File: src/design/i2cmbe_pkg.sv
// Package for the I2C master byte engine: payload structs, command and
// phase codes, register indexes and shared constants.
// No dependencies.
`timescale 1ns / 1ps

package i2cmbe_pkg;

  // Default width of the phase delay counter.
  localparam int DELAY_COUNT_WIDTH_DEF = 10;
  // Width used to form and saturate a delay load (covers widths up to 16).
  localparam int DLY_CALC_W = 17;

  // Reset values of the configuration registers.
  localparam logic [7:0] TICKS_PER_US_RST = 8'd8;
  localparam logic [7:0] ACK_TIMEOUT_RST  = 8'd250;

  // Configuration register indexes.
  localparam logic CFG_TICKS_PER_US = 1'b0;
  localparam logic CFG_ACK_TIMEOUT  = 1'b1;

  // Opcode field values.
  localparam logic [2:0] OP_NONE  = 3'd0;
  localparam logic [2:0] OP_START = 3'd1;
  localparam logic [2:0] OP_STOP  = 3'd2;
  localparam logic [2:0] OP_WRITE = 3'd3;
  localparam logic [2:0] OP_READ  = 3'd4;
  localparam logic [2:0] OP_WAIT  = 3'd5;

  typedef enum logic [2:0] {
    CMD_NONE,
    CMD_START,
    CMD_STOP,
    CMD_WRITE,
    CMD_READ,
    CMD_WAIT
  } cmd_t;

  typedef enum logic [3:0] {
    PH_IDLE,
    PH_ST_A,
    PH_ST_B,
    PH_SP_A,
    PH_SP_B,
    PH_SP_C,
    PH_WA_A,
    PH_WA_B,
    PH_WA_POLL,
    PH_TX_A,
    PH_TX_B,
    PH_TX_C,
    PH_RX_A,
    PH_RX_B,
    PH_AK_A,
    PH_AK_B
  } phase_t;

  typedef struct packed {
    logic [2:0] opcode;
    logic [7:0] tx_byte;
    logic       send_ack;
    logic       sda_in;
  } in_item_t;

  typedef struct packed {
    logic       scl;
    logic       sda_out;
    logic       sda_oe;
    logic       busy_res;
    logic       done_res;
    logic [7:0] rx_byte;
    logic       nack;
  } out_item_t;

  // A tick after classification, as it waits in the front queue.
  typedef struct packed {
    cmd_t       cmd;
    logic [7:0] tx_byte;
    logic       send_ack;
    logic       sda_in;
  } tick_t;

  // Front queue head as seen by the sequencer.
  typedef struct packed {
    logic  valid;
    tick_t tick;
  } tick_chan_t;

  // Sequencer result toward the output queue.
  typedef struct packed {
    logic      valid;
    out_item_t item;
  } res_chan_t;

endpackage

File: src/design/i2cmbe_front.sv
// Front part of the I2C master byte engine: decodes each incoming tick's
// opcode and holds the tick in a two-entry queue. Depends on i2cmbe_pkg.
`timescale 1ns / 1ps

module i2cmbe_front (
  input  logic                  clk,
  input  logic                  rst_n,
  input  logic                  push,
  input  i2cmbe_pkg::in_item_t  in_item,
  output logic                  full,
  output i2cmbe_pkg::tick_chan_t head,
  input  logic                  take
);

  i2cmbe_pkg::tick_t mem [2];
  i2cmbe_pkg::tick_t tick_dec;
  logic       wr_ptr_r, wr_ptr_nxt;
  logic       rd_ptr_r, rd_ptr_nxt;
  logic [1:0] count_r, count_nxt;
  logic       do_push, do_pop;

  // Unused opcodes become no command.
  always_comb begin
    tick_dec.tx_byte  = in_item.tx_byte;
    tick_dec.send_ack = in_item.send_ack;
    tick_dec.sda_in   = in_item.sda_in;
    unique case (in_item.opcode)
      i2cmbe_pkg::OP_START: tick_dec.cmd = i2cmbe_pkg::CMD_START;
      i2cmbe_pkg::OP_STOP:  tick_dec.cmd = i2cmbe_pkg::CMD_STOP;
      i2cmbe_pkg::OP_WRITE: tick_dec.cmd = i2cmbe_pkg::CMD_WRITE;
      i2cmbe_pkg::OP_READ:  tick_dec.cmd = i2cmbe_pkg::CMD_READ;
      i2cmbe_pkg::OP_WAIT:  tick_dec.cmd = i2cmbe_pkg::CMD_WAIT;
      default:              tick_dec.cmd = i2cmbe_pkg::CMD_NONE;
    endcase
  end

  assign full       = (count_r == 2'd2);
  assign do_push    = push && !full;
  assign do_pop     = take && (count_r != 2'd0);
  assign head.valid = (count_r != 2'd0);
  assign head.tick  = mem[rd_ptr_r];

  always_comb begin
    wr_ptr_nxt = do_push ? ~wr_ptr_r : wr_ptr_r;
    rd_ptr_nxt = do_pop ? ~rd_ptr_r : rd_ptr_r;
    count_nxt  = count_r + 2'(do_push) - 2'(do_pop);
  end

  always_ff @(posedge clk) begin
    if (!rst_n) begin
      wr_ptr_r <= 1'b0;
      rd_ptr_r <= 1'b0;
      count_r  <= 2'd0;
    end else begin
      wr_ptr_r <= wr_ptr_nxt;
      rd_ptr_r <= rd_ptr_nxt;
      count_r  <= count_nxt;
    end
  end

  always_ff @(posedge clk) begin
    if (do_push) begin
      mem[wr_ptr_r] <= tick_dec;
    end
  end

endmodule

File: src/design/i2cmbe_seq.sv
// Back part of the I2C master byte engine: the phase sequencer with its bit,
// shift, delay and timeout registers and the two configuration registers.
// Depends on i2cmbe_pkg.
`timescale 1ns / 1ps

module i2cmbe_seq #(
  parameter int DELAY_COUNT_WIDTH = i2cmbe_pkg::DELAY_COUNT_WIDTH_DEF
) (
  input  logic                   clk,
  input  logic                   rst_n,
  input  logic                   cfg_we,
  input  logic                   cfg_index,
  input  logic [7:0]             cfg_wdata,
  input  i2cmbe_pkg::tick_chan_t head,
  output logic                   take,
  input  logic                   res_full,
  output i2cmbe_pkg::res_chan_t  res
);

  localparam int DW = DELAY_COUNT_WIDTH;

  i2cmbe_pkg::phase_t phase_r, phase_nxt, ent;
  logic [3:0]    bit_count_r, bit_count_nxt;
  logic [7:0]    shift_r, shift_nxt;
  logic [DW-1:0] delay_r, delay_nxt;
  logic [7:0]    timeout_r, timeout_nxt;
  logic          ack_choice_r, ack_choice_nxt;
  logic          scl_r, scl_nxt, sda_r, sda_nxt, oe_r, oe_nxt;
  logic [7:0]    rx_hold_r, rx_hold_nxt;
  logic          nack_r, nack_nxt;
  logic [7:0]    tpu_r, ato_r;
  logic          done, en;
  logic [DW-1:0] dly1, dly2, dly4;
  i2cmbe_pkg::tick_t tk;

  // Delay load saturated to the counter's full scale.
  function automatic logic [DW-1:0] sat_delay(input logic [9:0] v);
    logic [i2cmbe_pkg::DLY_CALC_W-1:0] w;
    w = {{(i2cmbe_pkg::DLY_CALC_W - 10){1'b0}}, v};
    if ((w >> DW) != '0) begin
      sat_delay = '1;
    end else begin
      sat_delay = w[DW-1:0];
    end
  endfunction

  assign dly1 = sat_delay({2'b00, tpu_r});
  assign dly2 = sat_delay({1'b0, tpu_r, 1'b0});
  assign dly4 = sat_delay({tpu_r, 2'b00});

  assign tk   = head.tick;
  assign take = head.valid && !res_full;

  always_comb begin
    phase_nxt      = phase_r;
    bit_count_nxt  = bit_count_r;
    shift_nxt      = shift_r;
    delay_nxt      = delay_r;
    timeout_nxt    = timeout_r;
    ack_choice_nxt = ack_choice_r;
    scl_nxt        = scl_r;
    sda_nxt        = sda_r;
    oe_nxt         = oe_r;
    rx_hold_nxt    = rx_hold_r;
    nack_nxt       = nack_r;
    done           = 1'b0;
    en             = 1'b0;
    ent            = i2cmbe_pkg::PH_IDLE;

    if (take) begin
      unique case (phase_r)
        i2cmbe_pkg::PH_IDLE: begin
          unique case (tk.cmd)
            i2cmbe_pkg::CMD_START: begin
              en = 1'b1; ent = i2cmbe_pkg::PH_ST_A;
            end
            i2cmbe_pkg::CMD_STOP: begin
              en = 1'b1; ent = i2cmbe_pkg::PH_SP_A;
            end
            i2cmbe_pkg::CMD_WRITE: begin
              shift_nxt = tk.tx_byte; bit_count_nxt = 4'd0;
              en = 1'b1; ent = i2cmbe_pkg::PH_TX_A;
            end
            i2cmbe_pkg::CMD_READ: begin
              shift_nxt = 8'd0; bit_count_nxt = 4'd0; ack_choice_nxt = tk.send_ack;
              en = 1'b1; ent = i2cmbe_pkg::PH_RX_A;
            end
            i2cmbe_pkg::CMD_WAIT: begin
              en = 1'b1; ent = i2cmbe_pkg::PH_WA_A;
            end
            default: ;
          endcase
        end
        i2cmbe_pkg::PH_WA_POLL: begin
          if (!tk.sda_in) begin
            scl_nxt = 1'b0; nack_nxt = 1'b0;
            phase_nxt = i2cmbe_pkg::PH_IDLE; done = 1'b1;
          end else if (timeout_r >= ato_r) begin
            nack_nxt = 1'b1;
            en = 1'b1; ent = i2cmbe_pkg::PH_SP_A;
          end else begin
            timeout_nxt = timeout_r + 8'd1;
          end
        end
        default: begin
          if (delay_r > DW'(1)) begin
            delay_nxt = delay_r - DW'(1);
          end else begin
            unique case (phase_r)
              i2cmbe_pkg::PH_ST_A: begin en = 1'b1; ent = i2cmbe_pkg::PH_ST_B; end
              i2cmbe_pkg::PH_SP_A: begin en = 1'b1; ent = i2cmbe_pkg::PH_SP_B; end
              i2cmbe_pkg::PH_SP_B: begin en = 1'b1; ent = i2cmbe_pkg::PH_SP_C; end
              i2cmbe_pkg::PH_WA_A: begin en = 1'b1; ent = i2cmbe_pkg::PH_WA_B; end
              i2cmbe_pkg::PH_WA_B: begin en = 1'b1; ent = i2cmbe_pkg::PH_WA_POLL; end
              i2cmbe_pkg::PH_TX_A: begin en = 1'b1; ent = i2cmbe_pkg::PH_TX_B; end
              i2cmbe_pkg::PH_TX_B: begin en = 1'b1; ent = i2cmbe_pkg::PH_TX_C; end
              i2cmbe_pkg::PH_RX_A: begin en = 1'b1; ent = i2cmbe_pkg::PH_RX_B; end
              i2cmbe_pkg::PH_AK_A: begin en = 1'b1; ent = i2cmbe_pkg::PH_AK_B; end
              i2cmbe_pkg::PH_TX_C: begin
                shift_nxt     = {shift_r[6:0], 1'b0};
                bit_count_nxt = bit_count_r + 4'd1;
                if (bit_count_nxt >= 4'd8) begin
                  phase_nxt = i2cmbe_pkg::PH_IDLE; done = 1'b1;
                end else begin
                  en = 1'b1; ent = i2cmbe_pkg::PH_TX_A;
                end
              end
              i2cmbe_pkg::PH_RX_B: begin
                bit_count_nxt = bit_count_r + 4'd1;
                if (bit_count_nxt >= 4'd8) begin
                  rx_hold_nxt = shift_r;
                  en = 1'b1; ent = i2cmbe_pkg::PH_AK_A;
                end else begin
                  en = 1'b1; ent = i2cmbe_pkg::PH_RX_A;
                end
              end
              i2cmbe_pkg::PH_ST_B, i2cmbe_pkg::PH_AK_B: begin
                scl_nxt = 1'b0;
                phase_nxt = i2cmbe_pkg::PH_IDLE; done = 1'b1;
              end
              default: begin
                phase_nxt = i2cmbe_pkg::PH_IDLE; done = 1'b1;
              end
            endcase
          end
        end
      endcase
    end

    // Phase entry: set the lines and load the phase delay.
    if (en) begin
      phase_nxt = ent;
      unique case (ent)
        i2cmbe_pkg::PH_ST_A: begin
          oe_nxt = 1'b1; sda_nxt = 1'b1; scl_nxt = 1'b1; delay_nxt = dly4;
        end
        i2cmbe_pkg::PH_ST_B: begin sda_nxt = 1'b0; delay_nxt = dly4; end
        i2cmbe_pkg::PH_SP_A: begin
          oe_nxt = 1'b1; scl_nxt = 1'b0; sda_nxt = 1'b0; delay_nxt = dly4;
        end
        i2cmbe_pkg::PH_SP_B: begin scl_nxt = 1'b1; delay_nxt = dly1; end
        i2cmbe_pkg::PH_SP_C: begin sda_nxt = 1'b1; delay_nxt = dly4; end
        i2cmbe_pkg::PH_WA_A: begin
          oe_nxt = 1'b0; sda_nxt = 1'b1; timeout_nxt = 8'd0; delay_nxt = dly1;
        end
        i2cmbe_pkg::PH_WA_B:    begin scl_nxt = 1'b1; delay_nxt = dly1; end
        i2cmbe_pkg::PH_WA_POLL: delay_nxt = '0;
        i2cmbe_pkg::PH_TX_A: begin
          oe_nxt = 1'b1; scl_nxt = 1'b0; sda_nxt = shift_nxt[7]; delay_nxt = dly2;
        end
        i2cmbe_pkg::PH_TX_B: begin scl_nxt = 1'b1; delay_nxt = dly2; end
        i2cmbe_pkg::PH_TX_C: begin scl_nxt = 1'b0; delay_nxt = dly2; end
        i2cmbe_pkg::PH_RX_A: begin oe_nxt = 1'b0; scl_nxt = 1'b0; delay_nxt = dly2; end
        i2cmbe_pkg::PH_RX_B: begin
          scl_nxt   = 1'b1;
          shift_nxt = {shift_nxt[6:0], tk.sda_in};
          delay_nxt = dly1;
        end
        i2cmbe_pkg::PH_AK_A: begin
          scl_nxt = 1'b0; oe_nxt = 1'b1; sda_nxt = !ack_choice_nxt; delay_nxt = dly2;
        end
        i2cmbe_pkg::PH_AK_B: begin scl_nxt = 1'b1; delay_nxt = dly2; end
        default: phase_nxt = i2cmbe_pkg::PH_IDLE;
      endcase
    end
  end

  assign res.valid         = take;
  assign res.item.scl      = scl_nxt;
  assign res.item.sda_out  = sda_nxt;
  assign res.item.sda_oe   = oe_nxt;
  assign res.item.busy_res = (phase_nxt != i2cmbe_pkg::PH_IDLE);
  assign res.item.done_res = done;
  assign res.item.rx_byte  = rx_hold_nxt;
  assign res.item.nack     = nack_nxt;

  always_ff @(posedge clk) begin
    if (!rst_n) begin
      phase_r      <= i2cmbe_pkg::PH_IDLE;
      bit_count_r  <= 4'd0;
      shift_r      <= 8'd0;
      delay_r      <= '0;
      timeout_r    <= 8'd0;
      ack_choice_r <= 1'b0;
      scl_r        <= 1'b1;
      sda_r        <= 1'b1;
      oe_r         <= 1'b1;
      rx_hold_r    <= 8'd0;
      nack_r       <= 1'b0;
    end else begin
      phase_r      <= phase_nxt;
      bit_count_r  <= bit_count_nxt;
      shift_r      <= shift_nxt;
      delay_r      <= delay_nxt;
      timeout_r    <= timeout_nxt;
      ack_choice_r <= ack_choice_nxt;
      scl_r        <= scl_nxt;
      sda_r        <= sda_nxt;
      oe_r         <= oe_nxt;
      rx_hold_r    <= rx_hold_nxt;
      nack_r       <= nack_nxt;
    end
  end

  always_ff @(posedge clk) begin
    if (!rst_n) begin
      tpu_r <= i2cmbe_pkg::TICKS_PER_US_RST;
      ato_r <= i2cmbe_pkg::ACK_TIMEOUT_RST;
    end else if (cfg_we) begin
      case (cfg_index)
        i2cmbe_pkg::CFG_TICKS_PER_US: tpu_r <= cfg_wdata;
        i2cmbe_pkg::CFG_ACK_TIMEOUT:  ato_r <= cfg_wdata;
        default: ;
      endcase
    end
  end

endmodule

File: src/design/i2cmbe_outq.sv
// Result queue of the I2C master byte engine: two entries between the
// sequencer and the output port. Depends on i2cmbe_pkg.
`timescale 1ns / 1ps

module i2cmbe_outq (
  input  logic                   clk,
  input  logic                   rst_n,
  input  i2cmbe_pkg::res_chan_t  res,
  output logic                   res_full,
  output logic                   empty,
  input  logic                   pop,
  output i2cmbe_pkg::out_item_t  out_item
);

  i2cmbe_pkg::out_item_t mem [2];
  logic       wr_ptr_r, wr_ptr_nxt;
  logic       rd_ptr_r, rd_ptr_nxt;
  logic [1:0] count_r, count_nxt;
  logic       do_push, do_pop;

  assign res_full = (count_r == 2'd2);
  assign empty    = (count_r == 2'd0);
  assign do_push  = res.valid && !res_full;
  assign do_pop   = pop && !empty;
  assign out_item = mem[rd_ptr_r];

  always_comb begin
    wr_ptr_nxt = do_push ? ~wr_ptr_r : wr_ptr_r;
    rd_ptr_nxt = do_pop ? ~rd_ptr_r : rd_ptr_r;
    count_nxt  = count_r + 2'(do_push) - 2'(do_pop);
  end

  always_ff @(posedge clk) begin
    if (!rst_n) begin
      wr_ptr_r <= 1'b0;
      rd_ptr_r <= 1'b0;
      count_r  <= 2'd0;
    end else begin
      wr_ptr_r <= wr_ptr_nxt;
      rd_ptr_r <= rd_ptr_nxt;
      count_r  <= count_nxt;
    end
  end

  always_ff @(posedge clk) begin
    if (do_push) begin
      mem[wr_ptr_r] <= res.item;
    end
  end

endmodule

File: src/design/i2c_master_byte_engine.sv
// I2C master byte engine: the top level joining the front queue, the phase
// sequencer and the result queue. Depends on i2cmbe_pkg and its submodules.
`timescale 1ns / 1ps

// Every item is one tick of the bus timing and carries an optional command
// (start, stop, write byte, read byte with ACK or NACK, wait for ACK) plus the
// sampled SDA level; every item yields exactly one result item with the SCL,
// SDA and SDA enable levels after that tick, the busy and done flags, the last
// received byte and the nack flag. The block takes one item per clock and
// returns one result per clock while neither side stalls: an item waits in a
// two-entry front queue, is consumed combinationally from its head by the
// sequencer, and its result is registered into a two-entry result queue.
// Either side may stall on its own; the queues absorb the difference,
// and full rises only when both queues are backed up. Bus phase lengths are
// counted in items, one microsecond being ticks_per_us items, and a delay too
// long for the DELAY_COUNT_WIDTH counter saturates at its full scale. The
// two configuration registers (index 0 ticks_per_us, index 1 ack_timeout)
// should be written only while no items are in flight. Commands that arrive
// while a sequence runs, including on its final tick, are ignored.
module i2c_master_byte_engine #(
  parameter int DELAY_COUNT_WIDTH = i2cmbe_pkg::DELAY_COUNT_WIDTH_DEF
) (
  input  logic                  clk,
  input  logic                  rst_n,
  input  logic                  push,
  output logic                  full,
  input  i2cmbe_pkg::in_item_t  in_item,
  output logic                  empty,
  input  logic                  pop,
  output i2cmbe_pkg::out_item_t out_item,
  input  logic                  cfg_we,
  input  logic                  cfg_index,
  input  logic [7:0]            cfg_wdata
);

  i2cmbe_pkg::tick_chan_t head;
  i2cmbe_pkg::res_chan_t  res;
  logic                   take;
  logic                   res_full;

  i2cmbe_front u_front (
    .clk     (clk),
    .rst_n   (rst_n),
    .push    (push),
    .in_item (in_item),
    .full    (full),
    .head    (head),
    .take    (take)
  );

  i2cmbe_seq #(
    .DELAY_COUNT_WIDTH (DELAY_COUNT_WIDTH)
  ) u_seq (
    .clk       (clk),
    .rst_n     (rst_n),
    .cfg_we    (cfg_we),
    .cfg_index (cfg_index),
    .cfg_wdata (cfg_wdata),
    .head      (head),
    .take      (take),
    .res_full  (res_full),
    .res       (res)
  );

  i2cmbe_outq u_outq (
    .clk      (clk),
    .rst_n    (rst_n),
    .res      (res),
    .res_full (res_full),
    .empty    (empty),
    .pop      (pop),
    .out_item (out_item)
  );

endmodule
File: config.mk
export PLATFORM = sky130hd
export DESIGN_NAME = i2c_master_byte_engine
export DESIGN_NICKNAME = d
export VERILOG_FILES = /design/src/design/i2cmbe_pkg.sv /design/src/design/i2cmbe_front.sv /design/src/design/i2cmbe_seq.sv /design/src/design/i2cmbe_outq.sv /design/src/design/i2c_master_byte_engine.sv
export SDC_FILE = /design/constraint.sdc
export NUM_CORES = 1
export LEC_CHECK = 0
export BUFFER_PORTS_ARGS = -buffer_cell sky130_fd_sc_hd__buf_4
export CORE_ASPECT_RATIO = 0.9
export CORE_MARGIN = 4
export CORE_UTILIZATION = 50
export DETAILED_ROUTE_END_ITERATION = 8
export PLACE_DENSITY = 0.71
export SKIP_LAST_GASP = 1
export SYNTH_ARGS = -nofsm -noshare
export SYNTH_HDL_FRONTEND = slang
export SYNTH_HIERARCHICAL = 1
export SYNTH_SLANG_ARGS = --single-unit
File: constraint.sdc
create_clock -name clk -period 6.67 [get_ports clk]
set_input_delay 1.334 -clock clk [delete_from_list [all_inputs] [get_ports clk]]
set_output_delay 1.334 -clock clk [all_outputs]
set_load 0.02 [all_outputs]
==> impl_metrics.yaml <==
outcome:
  status: "finished clean"
clock_tree:
  clk_pin_slew_worst_paths_ps: 50
  clock_sinks: 127
  cts_hold_buf: 0
  ctsLongestPathBuffers: 2
  postCtsSetupBuffers: 0
  numCtsBuffers: 17
  cts_tree: "yes"
  clk_root_buffer_cell: "clkbuf_16"
  cts_resized: 0
  clock_latency_ps: 410
  htree_levels: 4
timing:
  rsz0062_at_grt: "false"
  slew_headroom_pct: 17.1
  skew_ps: 8.31
  fin_setup_tns_ps: 0
  period_needed_ps: 3620
  fin_crit_sh_pct: 54.2
  drv_slew: 0
  finalHoldViolCount: 0
  worst_pin_slew_ps: 1240
  setup_viol: 0
  clock.fmax_ghz: 0.277
setup_path:
  required_ps: 6970
  cpPeakStageDelay_ps: 790
  setup.worst_path.class: "flop to flop"
  slowest_stage: "dfxtp_1"
  crit_buf_inv: 0
  worstPathMaxFanout: 14
  cp-end-kind: "flop"
  cp.arrival_ps: 3920
  path_cells: "mux2_2, ha_1, nor2b_1, o21ai_0, o211a_2, nor2_2, nand4_1, or3b_1, and3_1"
  startpoint_type: "flop"
  path_delay_family: "simple AND/OR/NAND/NOR gates"
placement:
  post_dp_cell_area_mm2: 0.00696
  portBuffers: 42
  hpwl_um: 9580
  gp_congestion: 0.916
cells_and_area:
  num_antenna_cells: 0
  fin_nets: 729
  design_area_mm2: 0.00758
  area_growth_pct: 14.2
  final_layout_size_suffix_gt1_share_pct: 19.2
hold_path:
  hp-class: "flop to flop"
logic_synthesis:
  mappedNetlistArea_mm2: 0.00664
  synth_fp_nets: 705
  syn_inst: 660
  synth_edf_count: 54
  async_flop_share_pct: 0
  synth-seq-area-share_pct: 46.4
  yosysWarningCount: 6
  synthDistinctLibCells: 78
  synth_ff_type: "dfxtp_1"
  avgSynthCellArea_um2: 10.1
  synth.ff_latch_count: 127
floorplan:
  ios: 43
  start_util_pct: 51.7
  die-area_mm2: 0.0152
  fp.dieH_um: 117
  fp-row-count: 39
  core_area_mm2: 0.0128
  die_w_um: 129
drt:
  vias_per_cell: 5.71
  num_vias: 4916
  drt_wl_total_um: 13600
  first_iter_violations: 450
  drtPass1Iterations: 5
  post_drt_wl_per_cell_um: 15.8
  ant_nets: 0
  drc: 0
global_route:
  antenna_found_initial: 0
  grt_pass1_wl_um: 22500
  grt_overflow_total: 0
  grt_max_degree: 64
  grt_usage_pct: 18.4
  grt_pass1_vias: 4642
power_and_ir_drop:
  peakVddDrop_mv: 0.283
  power_density_mw_per_mm2: 460
  p_leak_nw: 3.02
run:
  max-cap-violations: 0
[cell usage in the layout, fill, tap and decap left out, types with 8 or more instances in the layout]
cell / n
xor2_1: 11
edfxtp_1: 54
clkbuf_16: 17
a21oi_1: 19
and2_1: 22
a22oi_1: 8
a31oi_1: 8
o21ai_0: 30
nand3_1: 13
nand2b_1: 12
nor2_1: 48
nand2_1: 79
and3_1: 17
mux2_2: 25
inv_1: 20
nand3b_1: 8
ha_1: 18
mux2_4: 10
dfxtp_1: 73
a21boi_0: 12
xnor2_1: 12
o211ai_1: 9
buf_4: 42
[final timing paths]
kind | end | start | slack [ps] | depth (start not counted)
worst max-delay path | u_seq/shift_r[3] | flop | 3050 | 9
worst min-delay path | u_seq/ato_r[2] | u_seq/ato_r[2] | 480 | 2
worst max register to register | u_seq/shift_r[3] | flop | 3050 | 9
worst min register to register | u_seq/ato_r[2] | u_seq/ato_r[2] | 480 | 2
[routing by layer]
layer | share of wire [%] | global-route usage [%]
met4 | 1.2 | 5.52
met1 | 48 | 26.0
met3 | 6.5 | 5.86
met5 | 0 | 0
met2 | 45 | 27.0
[layout make-up]
type | count | area, um^2
inverter | 21 | 78.8
tap | 164 | 205
multi-input combinational | 475 | 3280
timing repair buffer | 42 | 315
clock buffer | 17 | 425
sequential | 127 | 3080
clock inverter | 15 | 194
fill | 1071 | 5250
[state kept, by name, indices dropped and copies added (netlist names), 2 cells and up, named ones only]
name,cells
u_seq/timeout_r,8
u_outq/count_r,2
u_outq/mem,28
u_front/count_r,2
u_seq/phase_r,4
u_front/mem,26
u_seq/delay_r,10
u_seq/bit_count_r,4
u_seq/ato_r,8
u_seq/tpu_r,8
u_seq/rx_hold_r,8
u_seq/shift_r,8
[kinds of logic (layout without fill, tap and decap cells)]
family,count (synthesis),count (layout),synth area share [%]
multiplexers,42,42,7.61
XOR/XNOR,23,23,3.03
AND/OR/NAND/NOR,245,245,19.1
buffers and inverters,58,95,4.18
adder cells (fa/ha/maj),18,18,3.39
AO/OA/AOI/OAI,147,147,16.2
flip-flops,127,127,46.4
[power breakdown]
part | switching [mW] | total [mW] | internal (mW)
clock network | 0.327 | 0.949 | 0.622
logic | 0.864 | 1.40 | 0.540
registers | 0.134 | 1.13 | 0.996
[stage by stage]
step	power, mW	hold slack (ps)	cells	setup slack, ps	utilization, %
after floorplan	2.22	443	660	3710	-
after global placement	2.50	465	829	3190	54.2
after detailed placement	2.53	474	829	3130	54.2
after CTS	3.50	483	861	3110	59.1
after global routing	3.70	508	861	2800	59.1
final	3.48	479	861	3050	59.1
[synthesized netlist by cell type, types with 3 or more instances]
library cell | n | share of area [%]
nor2_1 | 48 | 2.7
nor3_1 | 7 | 0.53
o211ai_1 | 9 | 1.0
buf_2 | 12 | 0.90
a22o_1 | 5 | 0.66
o21a_1 | 7 | 0.79
clkbuf_1 | 16 | 0.90
a22oi_1 | 8 | 0.90
nand3_1 | 13 | 0.98
buf_6 | 3 | 0.51
inv_1 | 20 | 1.1
nand2_1 | 79 | 4.5
nand2b_1 | 12 | 1.1
o211a_1 | 4 | 0.60
edfxtp_1 | 54 | 24
mux2_4 | 10 | 2.3
xnor2_1 | 12 | 1.6
nor2b_1 | 5 | 0.47
a31oi_1 | 8 | 0.75
and2_1 | 22 | 2.1
buf_4 | 6 | 0.68
o21ai_0 | 30 | 2.3
nor3_2 | 3 | 0.45
o31ai_1 | 7 | 0.79
nor4_1 | 5 | 0.47
ha_1 | 18 | 3.4
nand4_1 | 5 | 0.47
dfxtp_1 | 73 | 22
a21boi_0 | 12 | 1.4
and3_1 | 17 | 1.6
mux2_2 | 25 | 4.2
a21oi_1 | 19 | 1.4
mux2i_1 | 6 | 0.90
o22ai_1 | 3 | 0.28
or3b_1 | 4 | 0.53
xor2_1 | 11 | 1.5
a21o_1 | 4 | 0.45
nand3b_1 | 8 | 0.90
o21ai_1 | 4 | 0.30
[tightest hold or removal path, cell delays in order (launching register included)]
cell      delay, ps
dfxtp_1         310
nand2_1          50
a21boi_0         70
(Power assumes the default switching activity.)
